==> config.mk <==
export PLATFORM = sky130hd
export DESIGN_NAME = rc4_stream_cipher
export DESIGN_NICKNAME = d
export VERILOG_FILES = /design/src/rtl/rc4_pkg.sv /design/src/rtl/rc4_ctrl.sv /design/src/rtl/rc4_dpath.sv /design/src/rtl/rc4_stream_cipher.sv
export SDC_FILE = /design/constraint.sdc
export NUM_CORES = 2
export LEC_CHECK = 0
export ABC_AREA = 1
export BUFFER_PORTS_ARGS = -buffer_cell sky130_fd_sc_hd__buf_4
export CAP_MARGIN = 15
export CELL_PAD_IN_SITES_DETAIL_PLACEMENT = 0
export CELL_PAD_IN_SITES_GLOBAL_PLACEMENT = 1
export CORE_MARGIN = 3
export CORE_UTILIZATION = 35
export CTS_CLUSTER_DIAMETER = 200
export CTS_CLUSTER_SIZE = 10
export DETAILED_ROUTE_END_ITERATION = 7
export PLACE_DENSITY = 0.64
export SLEW_MARGIN = 10
export SYNTH_ARGS = -nofsm -noshare
export SYNTH_HDL_FRONTEND = slang
export SYNTH_SLANG_ARGS = --single-unit
==> constraint.sdc <==
create_clock -name clock -period 13.35 [get_ports clock]
set_input_delay 2.67 -clock clock [delete_from_list [all_inputs] [get_ports clock]]
set_output_delay 2.67 -clock clock [all_outputs]
set_load 0.1 [all_outputs]
==> src/rtl/rc4_pkg.sv <==
package rc4_pkg;

   localparam int RC4_KEY_DEPTH = 256;
   localparam int KEY_LEN_W     = 9;
   localparam logic [KEY_LEN_W-1:0] KEY_LEN_RESET = 9'd4;

   localparam logic FUNC_KEY  = 1'b0;
   localparam logic FUNC_DATA = 1'b1;

   typedef enum logic [3:0] {
      ST_IDLE,
      ST_INIT,
      ST_MIX_RD,
      ST_MIX_J,
      ST_MIX_WK,
      ST_MIX_WJ,
      ST_DATA_RD,
      ST_DATA_J,
      ST_DATA_SW,
      ST_DATA_KS
   } state_type;

   typedef enum logic [3:0] {
      OP_NONE,
      OP_INIT,
      OP_MIX_RD,
      OP_MIX_J,
      OP_MIX_WK,
      OP_MIX_WJ,
      OP_DATA_RD,
      OP_DATA_J,
      OP_DATA_SW,
      OP_DATA_KS
   } op_type;

   typedef struct packed {
      op_type op;
      logic   key_wr;   // store req key byte this cycle
      logic   capture;  // latch data word and message flag
   } cmd_type;

   typedef struct packed {
      logic cnt_last;   // round counter at 255
      logic out_free;   // output register can take a word
   } sts_type;

endpackage

==> src/rtl/rc4_ctrl.sv <==
module rc4_ctrl (
   input  logic             clock,
   input  logic             reset,
   input  logic             req_valid,
   output logic             req_ready,
   input  logic             req_func,
   input  logic             req_last_of_message,
   input  rc4_pkg::sts_type sts,
   output rc4_pkg::cmd_type cmd
);
   import rc4_pkg::*;

   state_type state_ff, state_in;
   logic      needs_ff, needs_in;
   logic      take;

   always_ff @(posedge clock) begin
      if (reset) begin
         state_ff <= ST_IDLE;
         needs_ff <= 1'b1;
      end else begin
         state_ff <= state_in;
         needs_ff <= needs_in;
      end
   end

   assign take = req_valid && req_ready;

   always_comb begin
      state_in    = state_ff;
      needs_in    = needs_ff;
      req_ready   = 1'b0;
      cmd.op      = OP_NONE;
      cmd.key_wr  = 1'b0;
      cmd.capture = 1'b0;
      unique case (state_ff)
         ST_IDLE: begin
            req_ready = 1'b1;
            if (take && req_func == FUNC_KEY) begin
               cmd.key_wr = 1'b1;
            end else if (take) begin
               // first read of S[i+1] goes out with the accept
               cmd.op      = OP_DATA_RD;
               cmd.capture = 1'b1;
               needs_in    = req_last_of_message;
               state_in    = needs_ff ? ST_INIT : ST_DATA_J;
            end
         end
         ST_INIT: begin
            cmd.op = OP_INIT;
            if (sts.cnt_last) state_in = ST_MIX_RD;
         end
         ST_MIX_RD: begin
            cmd.op   = OP_MIX_RD;
            state_in = ST_MIX_J;
         end
         ST_MIX_J: begin
            cmd.op   = OP_MIX_J;
            state_in = ST_MIX_WK;
         end
         ST_MIX_WK: begin
            cmd.op   = OP_MIX_WK;
            state_in = ST_MIX_WJ;
         end
         ST_MIX_WJ: begin
            cmd.op   = OP_MIX_WJ;
            state_in = sts.cnt_last ? ST_DATA_RD : ST_MIX_RD;
         end
         ST_DATA_RD: begin
            cmd.op   = OP_DATA_RD;
            state_in = ST_DATA_J;
         end
         ST_DATA_J: begin
            cmd.op   = OP_DATA_J;
            state_in = ST_DATA_SW;
         end
         ST_DATA_SW: begin
            cmd.op   = OP_DATA_SW;
            state_in = ST_DATA_KS;
         end
         ST_DATA_KS: begin
            cmd.op = OP_DATA_KS;
            if (sts.out_free) state_in = ST_IDLE;
         end
         default: state_in = ST_IDLE;
      endcase
   end

   a_sched_on_rekey: assert property (@(posedge clock) disable iff (reset)
      take && req_func == FUNC_DATA && needs_ff |=> state_ff == ST_INIT)
      else $error("re-key not started");

   a_mix_to_data: assert property (@(posedge clock) disable iff (reset)
      state_ff == ST_MIX_WJ && sts.cnt_last |=> state_ff == ST_DATA_RD)
      else $error("schedule end missed");

   a_mix_clears_needs: assert property (@(posedge clock) disable iff (reset)
      state_ff == ST_MIX_RD |-> !needs_ff || $past(needs_ff) == needs_ff)
      else $error("schedule flag changed mid schedule");

endmodule

==> src/rtl/rc4_dpath.sv <==
module rc4_dpath #(
   parameter int KEY_DEPTH = rc4_pkg::RC4_KEY_DEPTH
) (
   input  logic                          clock,
   input  logic                          reset,
   input  rc4_pkg::cmd_type              cmd,
   output rc4_pkg::sts_type              sts,
   input  logic [7:0]                    req_key_index,
   input  logic [7:0]                    req_value,
   input  logic                          req_last_of_message,
   input  logic                          csr_wr_en,
   input  logic [rc4_pkg::KEY_LEN_W-1:0] csr_wr_data,
   output logic                          rsp_valid,
   input  logic                          rsp_ready,
   output logic [7:0]                    rsp_cipher_byte,
   output logic                          rsp_message_end
);
   import rc4_pkg::*;

   localparam int KEY_AW = (KEY_DEPTH > 1) ? $clog2(KEY_DEPTH) : 1;
   localparam logic [KEY_LEN_W-1:0] KEY_DEPTH_LEN = KEY_LEN_W'(KEY_DEPTH);

   logic [7:0] sbox_mem [256];
   logic [7:0] key_mem  [KEY_DEPTH];

   logic [KEY_LEN_W-1:0] key_len_ff;
   logic [KEY_LEN_W-1:0] len_eff;

   logic [7:0] cnt_ff,   cnt_in;
   logic [7:0] kpos_ff,  kpos_in;
   logic [7:0] mix_j_ff, mix_j_in;
   logic [7:0] idx_i_ff, idx_i_in;
   logic [7:0] idx_j_ff, idx_j_in;
   logic [7:0] sa_ff,    sa_in;
   logic [7:0] sb_ff,    sb_in;
   logic [7:0] t_ff,     t_in;
   logic [7:0] val_ff;
   logic       last_ff;
   logic [7:0] rdata_ff;
   logic [7:0] kdata_ff;

   logic       rsp_valid_ff, rsp_valid_in;
   logic [7:0] cipher_ff;
   logic       end_ff;

   logic       sb_wr_en, sb_rd_en;
   logic [7:0] sb_wr_addr, sb_wr_data, sb_rd_addr;
   logic       key_wr_ok;
   logic [7:0] j_sum, ks, i_next;
   logic       load_out;

   assign len_eff = (key_len_ff == '0 || key_len_ff > KEY_DEPTH_LEN) ?
                    KEY_DEPTH_LEN : key_len_ff;
   assign i_next  = idx_i_ff + 8'd1;
   assign key_wr_ok = cmd.key_wr && ({1'b0, req_key_index} < KEY_DEPTH_LEN);

   // post-swap forwarding: S[i] now holds sb, S[j] holds sa
   assign ks = (t_ff == idx_i_ff) ? sb_ff :
               (t_ff == idx_j_ff) ? sa_ff : rdata_ff;

   assign sts.cnt_last = (cnt_ff == 8'hFF);
   assign sts.out_free = !rsp_valid_ff || rsp_ready;
   assign load_out     = (cmd.op == OP_DATA_KS) && sts.out_free;

   always_comb begin
      cnt_in     = cnt_ff;
      kpos_in    = kpos_ff;
      mix_j_in   = mix_j_ff;
      idx_i_in   = idx_i_ff;
      idx_j_in   = idx_j_ff;
      sa_in      = sa_ff;
      sb_in      = sb_ff;
      t_in       = t_ff;
      j_sum      = 8'd0;
      sb_wr_en   = 1'b0;
      sb_wr_addr = 8'd0;
      sb_wr_data = 8'd0;
      sb_rd_en   = 1'b0;
      sb_rd_addr = 8'd0;
      case (cmd.op)
         OP_INIT: begin
            sb_wr_en   = 1'b1;
            sb_wr_addr = cnt_ff;
            sb_wr_data = cnt_ff;
            cnt_in     = cnt_ff + 8'd1;
            kpos_in    = 8'd0;
            mix_j_in   = 8'd0;
         end
         OP_MIX_RD: begin
            sb_rd_en   = 1'b1;
            sb_rd_addr = cnt_ff;
         end
         OP_MIX_J: begin
            j_sum      = mix_j_ff + rdata_ff + kdata_ff;
            mix_j_in   = j_sum;
            sa_in      = rdata_ff;
            sb_rd_en   = 1'b1;
            sb_rd_addr = j_sum;
         end
         OP_MIX_WK: begin
            sb_wr_en   = 1'b1;
            sb_wr_addr = cnt_ff;
            sb_wr_data = rdata_ff;
         end
         OP_MIX_WJ: begin
            sb_wr_en   = 1'b1;
            sb_wr_addr = mix_j_ff;
            sb_wr_data = sa_ff;
            cnt_in     = cnt_ff + 8'd1;
            kpos_in    = ((KEY_LEN_W'(kpos_ff) + 1'b1) == len_eff) ? 8'd0 :
                         kpos_ff + 8'd1;
            if (cnt_ff == 8'hFF) begin
               idx_i_in = 8'd0;
               idx_j_in = 8'd0;
            end
         end
         OP_DATA_RD: begin
            sb_rd_en   = 1'b1;
            sb_rd_addr = i_next;
         end
         OP_DATA_J: begin
            j_sum      = idx_j_ff + rdata_ff;
            idx_i_in   = i_next;
            idx_j_in   = j_sum;
            sa_in      = rdata_ff;
            sb_rd_en   = 1'b1;
            sb_rd_addr = j_sum;
         end
         OP_DATA_SW: begin
            sb_wr_en   = 1'b1;
            sb_wr_addr = idx_i_ff;
            sb_wr_data = rdata_ff;
            sb_in      = rdata_ff;
            t_in       = sa_ff + rdata_ff;
            sb_rd_en   = 1'b1;
            sb_rd_addr = sa_ff + rdata_ff;
         end
         OP_DATA_KS: begin
            // repeats harmlessly while the output stalls
            sb_wr_en   = 1'b1;
            sb_wr_addr = idx_j_ff;
            sb_wr_data = sa_ff;
         end
         default: ;
      endcase
   end

   always_comb begin
      rsp_valid_in = rsp_valid_ff;
      if (load_out)       rsp_valid_in = 1'b1;
      else if (rsp_ready) rsp_valid_in = 1'b0;
   end

   always_ff @(posedge clock) begin
      if (sb_wr_en) sbox_mem[sb_wr_addr] <= sb_wr_data;
      if (sb_rd_en) rdata_ff <= sbox_mem[sb_rd_addr];
   end

   always_ff @(posedge clock) begin
      if (key_wr_ok) key_mem[req_key_index[KEY_AW-1:0]] <= req_value;
      if (cmd.op == OP_MIX_RD) kdata_ff <= key_mem[kpos_ff[KEY_AW-1:0]];
   end

   always_ff @(posedge clock) begin
      if (reset) begin
         key_len_ff   <= KEY_LEN_RESET;
         cnt_ff       <= 8'd0;
         kpos_ff      <= 8'd0;
         mix_j_ff     <= 8'd0;
         idx_i_ff     <= 8'd0;
         idx_j_ff     <= 8'd0;
         rsp_valid_ff <= 1'b0;
      end else begin
         if (csr_wr_en) key_len_ff <= csr_wr_data;
         cnt_ff       <= cnt_in;
         kpos_ff      <= kpos_in;
         mix_j_ff     <= mix_j_in;
         idx_i_ff     <= idx_i_in;
         idx_j_ff     <= idx_j_in;
         rsp_valid_ff <= rsp_valid_in;
      end
   end

   always_ff @(posedge clock) begin
      sa_ff <= sa_in;
      sb_ff <= sb_in;
      t_ff  <= t_in;
      if (cmd.capture) begin
         val_ff  <= req_value;
         last_ff <= req_last_of_message;
      end
      if (load_out) begin
         cipher_ff <= val_ff ^ ks;
         end_ff    <= last_ff;
      end
   end

   assign rsp_valid       = rsp_valid_ff;
   assign rsp_cipher_byte = cipher_ff;
   assign rsp_message_end = end_ff;

   a_init_step: assert property (@(posedge clock) disable iff (reset)
      cmd.op == OP_INIT |=> cnt_ff == $past(cnt_ff) + 8'd1)
      else $error("init counter did not advance");

   a_idx_cleared: assert property (@(posedge clock) disable iff (reset)
      cmd.op == OP_MIX_WJ && cnt_ff == 8'hFF |=> idx_i_ff == 8'd0 && idx_j_ff == 8'd0)
      else $error("indices not cleared after schedule");

   a_ks_loads: assert property (@(posedge clock) disable iff (reset)
      cmd.op == OP_DATA_KS && !rsp_valid_ff |=> rsp_valid_ff)
      else $error("keystream word not loaded");

endmodule

==> src/rtl/rc4_stream_cipher.sv <==
// RC4 cipher, one data word in, one word out; key words give no output.
// Data word: read i on accept, then read j, write i with keystream read, write j;
// the output register loads in the write-j step, which holds while the output stalls.
// No new word is taken before that. The first data word of a message adds the key
// schedule: S-box fill, then 256 rounds of read i, read j, write i, write j.
// Reset (synchronous, active high): indices zero, re-key pending, key_length 4.
module rc4_stream_cipher #(
   parameter int KEY_DEPTH = rc4_pkg::RC4_KEY_DEPTH
) (
   input  logic                          clock,
   input  logic                          reset,
   // request channel
   input  logic                          req_valid,
   output logic                          req_ready,
   input  logic                          req_func,
   input  logic [7:0]                    req_key_index,
   input  logic [7:0]                    req_value,
   input  logic                          req_last_of_message,
   // response channel
   output logic                          rsp_valid,
   input  logic                          rsp_ready,
   output logic [7:0]                    rsp_cipher_byte,
   output logic                          rsp_message_end,
   // key length register
   input  logic                          csr_wr_en,
   input  logic [rc4_pkg::KEY_LEN_W-1:0] csr_wr_data
);
   import rc4_pkg::*;

   // controller sequences fill, mix and per-word steps
   cmd_type cmd;
   sts_type sts;

   rc4_ctrl u_ctrl (
      .clock               (clock),
      .reset               (reset),
      .req_valid           (req_valid),
      .req_ready           (req_ready),
      .req_func            (req_func),
      .req_last_of_message (req_last_of_message),
      .sts                 (sts),
      .cmd                 (cmd)
   );

   // datapath: S-box and key memories, indices, output register
   rc4_dpath #(
      .KEY_DEPTH (KEY_DEPTH)
   ) u_dpath (
      .clock               (clock),
      .reset               (reset),
      .cmd                 (cmd),
      .sts                 (sts),
      .req_key_index       (req_key_index),
      .req_value           (req_value),
      .req_last_of_message (req_last_of_message),
      .csr_wr_en           (csr_wr_en),
      .csr_wr_data         (csr_wr_data),
      .rsp_valid           (rsp_valid),
      .rsp_ready           (rsp_ready),
      .rsp_cipher_byte     (rsp_cipher_byte),
      .rsp_message_end     (rsp_message_end)
   );

endmodule
# == Word level (Yosys, flattened, before mapping) ==
# Memories as Yosys holds them, arrays and structs flattened. A register that Yosys moved wholly into a read port is not among the register bits.
# Index checks and enable logic that the tools add are counted.
# totals
register_bits,97
mem_bits_rw,4096
in_bits,32
out_inout_bits,11
elab_cells,114
memories,2
# memory_table
name,depth,word_bits,read_ports,rd_ports_with_merged_regs,write_ports,line_no,rtl
u_dpath.key_mem,256,8,1,1,1,rc4_dpath.sv:24,logic [7:0] key_mem [KEY_DEPTH];
u_dpath.sbox_mem,256,8,1,1,1,rc4_dpath.sv:23,logic [7:0] sbox_mem [256];
# classes
n_addsub,8
magnitude_cmp,1
eq_ne,27
n_mux,35
bitwise_logic,3
reduce_logical,22
# ops
cell,count
case mux 4 bit (10 select lines),2
case mux 8 bit (2 select lines),4
case mux 8 bit (5 select lines),1
adder 8 bit,4
"equality test 4 x 3 -> 1 bit, second input constant",8
two-way mux 8 bit,4
case mux 8 bit (4 select lines),1
"adder 8 x 1 -> 8 bit, second input constant",3
case mux 8 bit (3 select lines),1
two-way mux 4 bit,5
"equality test 4 x 2 -> 1 bit, second input constant",4
"equality test 4 bit, second input constant",4
equality test 8 bit,2
two-way mux 1 bit,12
OR reduction 2 bit,5
OR reduction 5 bit,2
"adder 8 x 1 -> 9 bit, second input constant",1
equality test 9 bit,1
"> comparator 9 bit, second input constant",1
logical NOT 9 bit,1
two-way mux 3 bit,3
two-way mux 9 bit,1
"equality test 4 x 1 -> 1 bit, second input constant",2
"equality test 8 bit, second input constant",1
other kinds (13),23

# == Longest topological paths before layout ==
# logic_depth
word_depth,11
mapped_depth,22
depth_no_buf,21

# == Modules after synthesis ==
# A second synthesis with hierarchy kept.
# unflattened
hier_cells,15561
area_unflattened_um2,176778.3
# modules_own_cells
mod,n_inst,cells_per_inst,area_each_um2,seq_area_each_um2
rc4_dpath,1,15501,176397.9,125740.6
rc4_ctrl,1,60,380.4,100.1

# == Worst setup path after synthesis ==
# No wires, ideal clock.
# synth_path
path_kind,register to register
from,register u_ctrl.state_ff[0]
to,memory u_dpath.sbox_mem[0][0] (data pin)
setup_time_ns,1.534
arrival_time_ns,7.742
t_required_ns,11.816
path_slack_ns,4.073
stages_incl_launch_ff,7
path_buffers,0
synth_period_minus_slack_ns,9.277
path_cell_list,dfxtp_1 -> inv_2 -> nor2_1 -> inv_2 -> nor2_1 -> inv_1 -> o211ai_1
# synth_between
elab_chain_len,9
word_cells_on_any_way,24
cone_classes,14 x eq/ne; 5 x mux; 5 x reduce/logical
# synth_lines
item,line_no,rtl
from (decl),rc4_ctrl.sv:13,"state_type state_ff, state_in;"
from (signal assigned),rc4_ctrl.sv:22,state_ff <= state_in;
logical NOT 4 bit,rc4_ctrl.sv:36,unique case (state_ff)
two-way mux 1 bit,rc4_ctrl.sv:36,
logical AND 1 bit,rc4_ctrl.sv:27,assign take = req_valid && req_ready;
two-way mux 3 bit or logical AND 1 bit (tied branches),"rc4_ctrl.sv:41, rc4_ctrl.sv:39",
two-way mux 4 bit,rc4_ctrl.sv:39,if (take && req_func == FUNC_KEY) begin
case mux 4 bit (10 select lines) (*),rc4_ctrl.sv:36,
equality test 4 x 3 -> 1 bit or equality test 4 bit (tied branches),rc4_dpath.sv:80,case (cmd.op)
OR reduction 2 bit (no source line),--,
case mux 8 bit (3 select lines) (*),rc4_dpath.sv:80,
named net u_dpath.sb_wr_data[0],rc4_dpath.sv:47,"logic [7:0] sb_wr_addr, sb_wr_data, sb_rd_addr;"
to (decl),rc4_dpath.sv:23,
# The timed path passes the listed nets; every way through them passes the cells marked *.

# == Worst setup path in the final report ==
# layout_path
from,input req_valid
to,"register u_dpath.rdata_ff[4], read port of u_dpath.sbox_mem (data pin)"
# layout_between
elab_chain_len,7
word_cells_on_any_way,13
cone_classes,5 x eq/ne; 5 x mux; 3 x reduce/logical
# layout_lines
item,line_no,rtl
from (decl),rc4_stream_cipher.sv:13,"input logic req_valid,"
logical AND 1 bit (*),rc4_ctrl.sv:27,
two-way mux 3 bit or logical AND 1 bit (tied branches),"rc4_ctrl.sv:41, rc4_ctrl.sv:39",
two-way mux 4 bit (*),rc4_ctrl.sv:39,
case mux 4 bit (10 select lines) (*),rc4_ctrl.sv:36,
"equality test 4 x 3 -> 1 bit, or another cell as far along",rc4_dpath.sv:80,
OR reduction 5 bit (no source line),--,
two-way mux 1 bit,rc4_dpath.sv:80,
to (decl),rc4_dpath.sv:39,logic [7:0] rdata_ff;
# Mark *: on every way between the ends. The rest lies on a longest branch, timed or not.
# A chain may end at the register's enable or synchronous reset.

==> run metrics <==
largest fanout on the critical path 142; Critical Path End u_dpath.rdata_ff[4]$_DFFE_PP_; gr usage total 0.196; Final Util 0.390; Fill cells 47000; relative slew slack 0.202; Clock Skew 0.0761 ns; Routed WL per cell 24.6 um; Setup Buffers After CTS 0; core box area 495000 sq um; Critical Path Source req_valid; Synth top area share 0.717; routability cong. 0.827; CTS tree done; power per cell area 139 nW/um^2; max_cap viols 0; post-synthesis cell type count 52; drc violations 0; endpoint arrival time on the critical path 7.89 ns; run status completed; global-route wire length before repair 743 mm; Leakage Power 65.9 nW; Detail Placement HPWL 289 mm; Num Clock Sinks 4209; Clock Latency Late Sink 1.02 ns; Die Wd 711 um; Post-synth EDFFs 4154; Reg2Reg Setup Slack 6.99 ns; main flop type after synthesis edfxtp_1; worst hold slack 0.421 ns; Syn Inst Count 14500; Syn Nets 14500; total power 26.8 mW; antenna violations before repair 21; Ys Warns 0; Via Count 110000; WP data required 14.09 ns; post_cts resized 0; uppermost layer routed met5; syn avg cell area 12.0 sq um; Mapped Area 174000 sq um; Setup crit end kind flip-flop; root buf cell clkbuf_16; DR WL met2 231 mm; Startpoint Class input pin; Async S/R FF share, synth 0; Area Growth Syn to Fin 10.7%; TNS Setup 0 ns; part of the cycle the worst path needs 0.536; count of final setup violators 0; GRT overflow 0; Tightest Pin Transition 1.19 ns; final wirelength 514 mm; DR iter-0 viols 11800; Clock Path Buffers 4; Area contributors post-synth edfxtp_1 72%, nand2_1 4.2%, nand3_1 4.1%; Ports 43; DIE AREA 506000 sq um; Final min period 7.15 ns; WS Path Type input pin to flip-flop; Peak Freq 0.140 GHz; Inserted Clock Buffers 458; metal3 WL 37.1 mm; H-tree Lvls 5; wire length on met1 234 mm; Placed Area 180000 sq um; Die Y 711 um; Synth Register Bits 4209; via count of the first global-routing pass 104000; unrepaired setup endpoints after global routing no; # rows 258; DRT antenna net count 0; reg2reg start u_dpath.rdata_ff[0]$_DFFE_PP_; starting density of the core 0.352; worst reg-to-reg path cell count 18; Hold Fails Final Rpt 0; PortBufs 42; HP Class flip-flop to flip-flop; share of cells above drive strength 1 0.0580; pin count of the biggest net entering global routing 186; max-slew violations 0; Initial DRT Pass Iterations 6; Post-CTS Hold Fix Bufs 0; Seq/Total Area, Yosys 0.723; Clk pin slew, worst setup/hold paths 0.06 ns; NumNets Final 14300; Final Cell Area 193000 sq um; VDD IR max 0.000107 V; R2R Path End u_dpath.rdata_ff[4]$_DFFE_PP_; post-synth top area cell edfxtp_1; via density per instance 5.28
-- cell type report --
type / count / area (sq um) / share of cell area
clock buffers: 516 / 11700 / 0.0609
inverters: 1349 / 5100 / 0.0265
flip-flops and latches: 4209 / 126000 / 0.653
well taps: 6630 / 8300 / 0.0431
clock inverters: 25 / 465 / 0.00242
repair buffers: 242 / 2210 / 0.0115
multi-input cells: 7925 / 39000 / 0.202
diodes: 9 / 22.5 / 0.000117
-- per-layer routing --
layer,up-vias,track usage
li1,50800,-
met1,55000,0.292
met2,3861,0.301
met3,635,0.0291
met4,6,0.0464
met5,-,0
-- placed cells by master (no fill, tap or decap), types with 102 or more instances in the layout --
| master | instances |
|---|---|
| o211ai_1 | 657 |
| buf_4 | 206 |
| edfxtp_1 | 4154 |
| nand3_1 | 1442 |
| nand2_1 | 1925 |
| o21ai_0 | 1187 |
| inv_1 | 1326 |
| o22ai_1 | 277 |
| a21oi_1 | 102 |
| nor2_1 | 1756 |
| clkbuf_16 | 461 |
| o221ai_1 | 266 |
-- sequential cells by signal, indices dropped and copies added (netlist names) --
name and count:
u_dpath.cnt_ff 8, u_dpath.kpos_ff 8, u_dpath.last_ff 1, u_ctrl.state_ff 4
u_dpath.rsp_cipher_byte 8, u_dpath.sb_ff 8, u_dpath.idx_i_ff 8, u_dpath.rdata_ff 8
u_dpath.val_ff 8, u_dpath.key_len_ff 9, u_dpath.idx_j_ff 8, u_dpath.rsp_valid 1
u_dpath.t_ff 8, u_dpath.key_mem 2048, u_dpath.rsp_message_end 1, u_dpath.sbox_mem 2048
u_dpath.kdata_ff 8, u_dpath.mix_j_ff 8, u_ctrl.needs_ff 1, u_dpath.sa_ff 8
-- Yosys cell counts, drive strengths merged (11+ instances only) --
cell       n
or2       23
dfxtp     55
ha        24
o211ai   657
o22ai    277
nand3   1444
nor2    1767
inv     1344
buf      381
nand2   1960
nor3      26
a31oi     11
o21ai   1234
a21oi    102
clkbuf   587
edfxtp  4154
xor2      30
nor4      11
xnor2     17
o221ai   266
-- worst min path at each step --
| stage | startpoint | endpoint | slack [ns] | depth (start not counted) |
|---|---|---|---|---|
| detailed placement | u_dpath.last_ff$_DFFE_PP_ | u_dpath.rsp_message_end$_DFFE_PP_ | 0.41 | 0 |
| CTS | u_dpath.last_ff$_DFFE_PP_ | u_dpath.rsp_message_end$_DFFE_PP_ | 0.42 | 0 |
| global placement | u_dpath.last_ff$_DFFE_PP_ | u_dpath.rsp_message_end$_DFFE_PP_ | 0.40 | 0 |
| global route | u_dpath.last_ff$_DFFE_PP_ | u_dpath.rsp_message_end$_DFFE_PP_ | 0.42 | 0 |
| floorplan | u_dpath.last_ff$_DFFE_PP_ | u_dpath.rsp_message_end$_DFFE_PP_ | 0.40 | 0 |
| finish | u_dpath.last_ff$_DFFE_PP_ | u_dpath.rsp_message_end$_DFFE_PP_ | 0.42 | 0 |
-- through the flow --
stage                     worst slack (ns)  instances
final                                 6.20      20900
after global placement                5.39      20400
after floorplan                       4.07      14500
after CTS                             6.50      20900
after detailed placement              5.38      20400
after global routing                  6.20      20900
-- power breakdown --
group | switching [mW] | internal, mW
combinational | 0.922 | 0.262
sequential | 0.0192 | 14.5
clock | 4.99 | 6.12
total | 5.93 | 20.9
-- critical path, stage by stage --
cell and delay, ns:
buf_4 0.11, nand2_1 0.53, inv_1 0.13, nand3_2 0.13, nand2_1 0.09, nand3_2 0.12
inv_2 0.08, nand2_1 0.09, nand3_1 0.13, nor2_4 0.12, buf_4 0.61, buf_4 0.78
buf_12 0.63, nand3_1 0.16, nand3_1 0.17, nand3_1 0.09, nand3_1 0.19, nand3_1 0.23
nand3_1 0.27, nand2_1 0.09
-- cells by family (layout without fill, tap and decap cells) --
group           count (synthesis)  in the layout  share of synthesized area
compound gates               2598           2598                     0.0930
xor+xnor                       47             47                    0.00237
fa+ha+maj                      34             34                    0.00288
buf+inv                      2317           2132                     0.0537
flops                        4209           4209                      0.723
other cells                     0              9                          0
simple gates                 5246           5246                      0.125
Note: power is estimated with default switching activity, not from simulation.
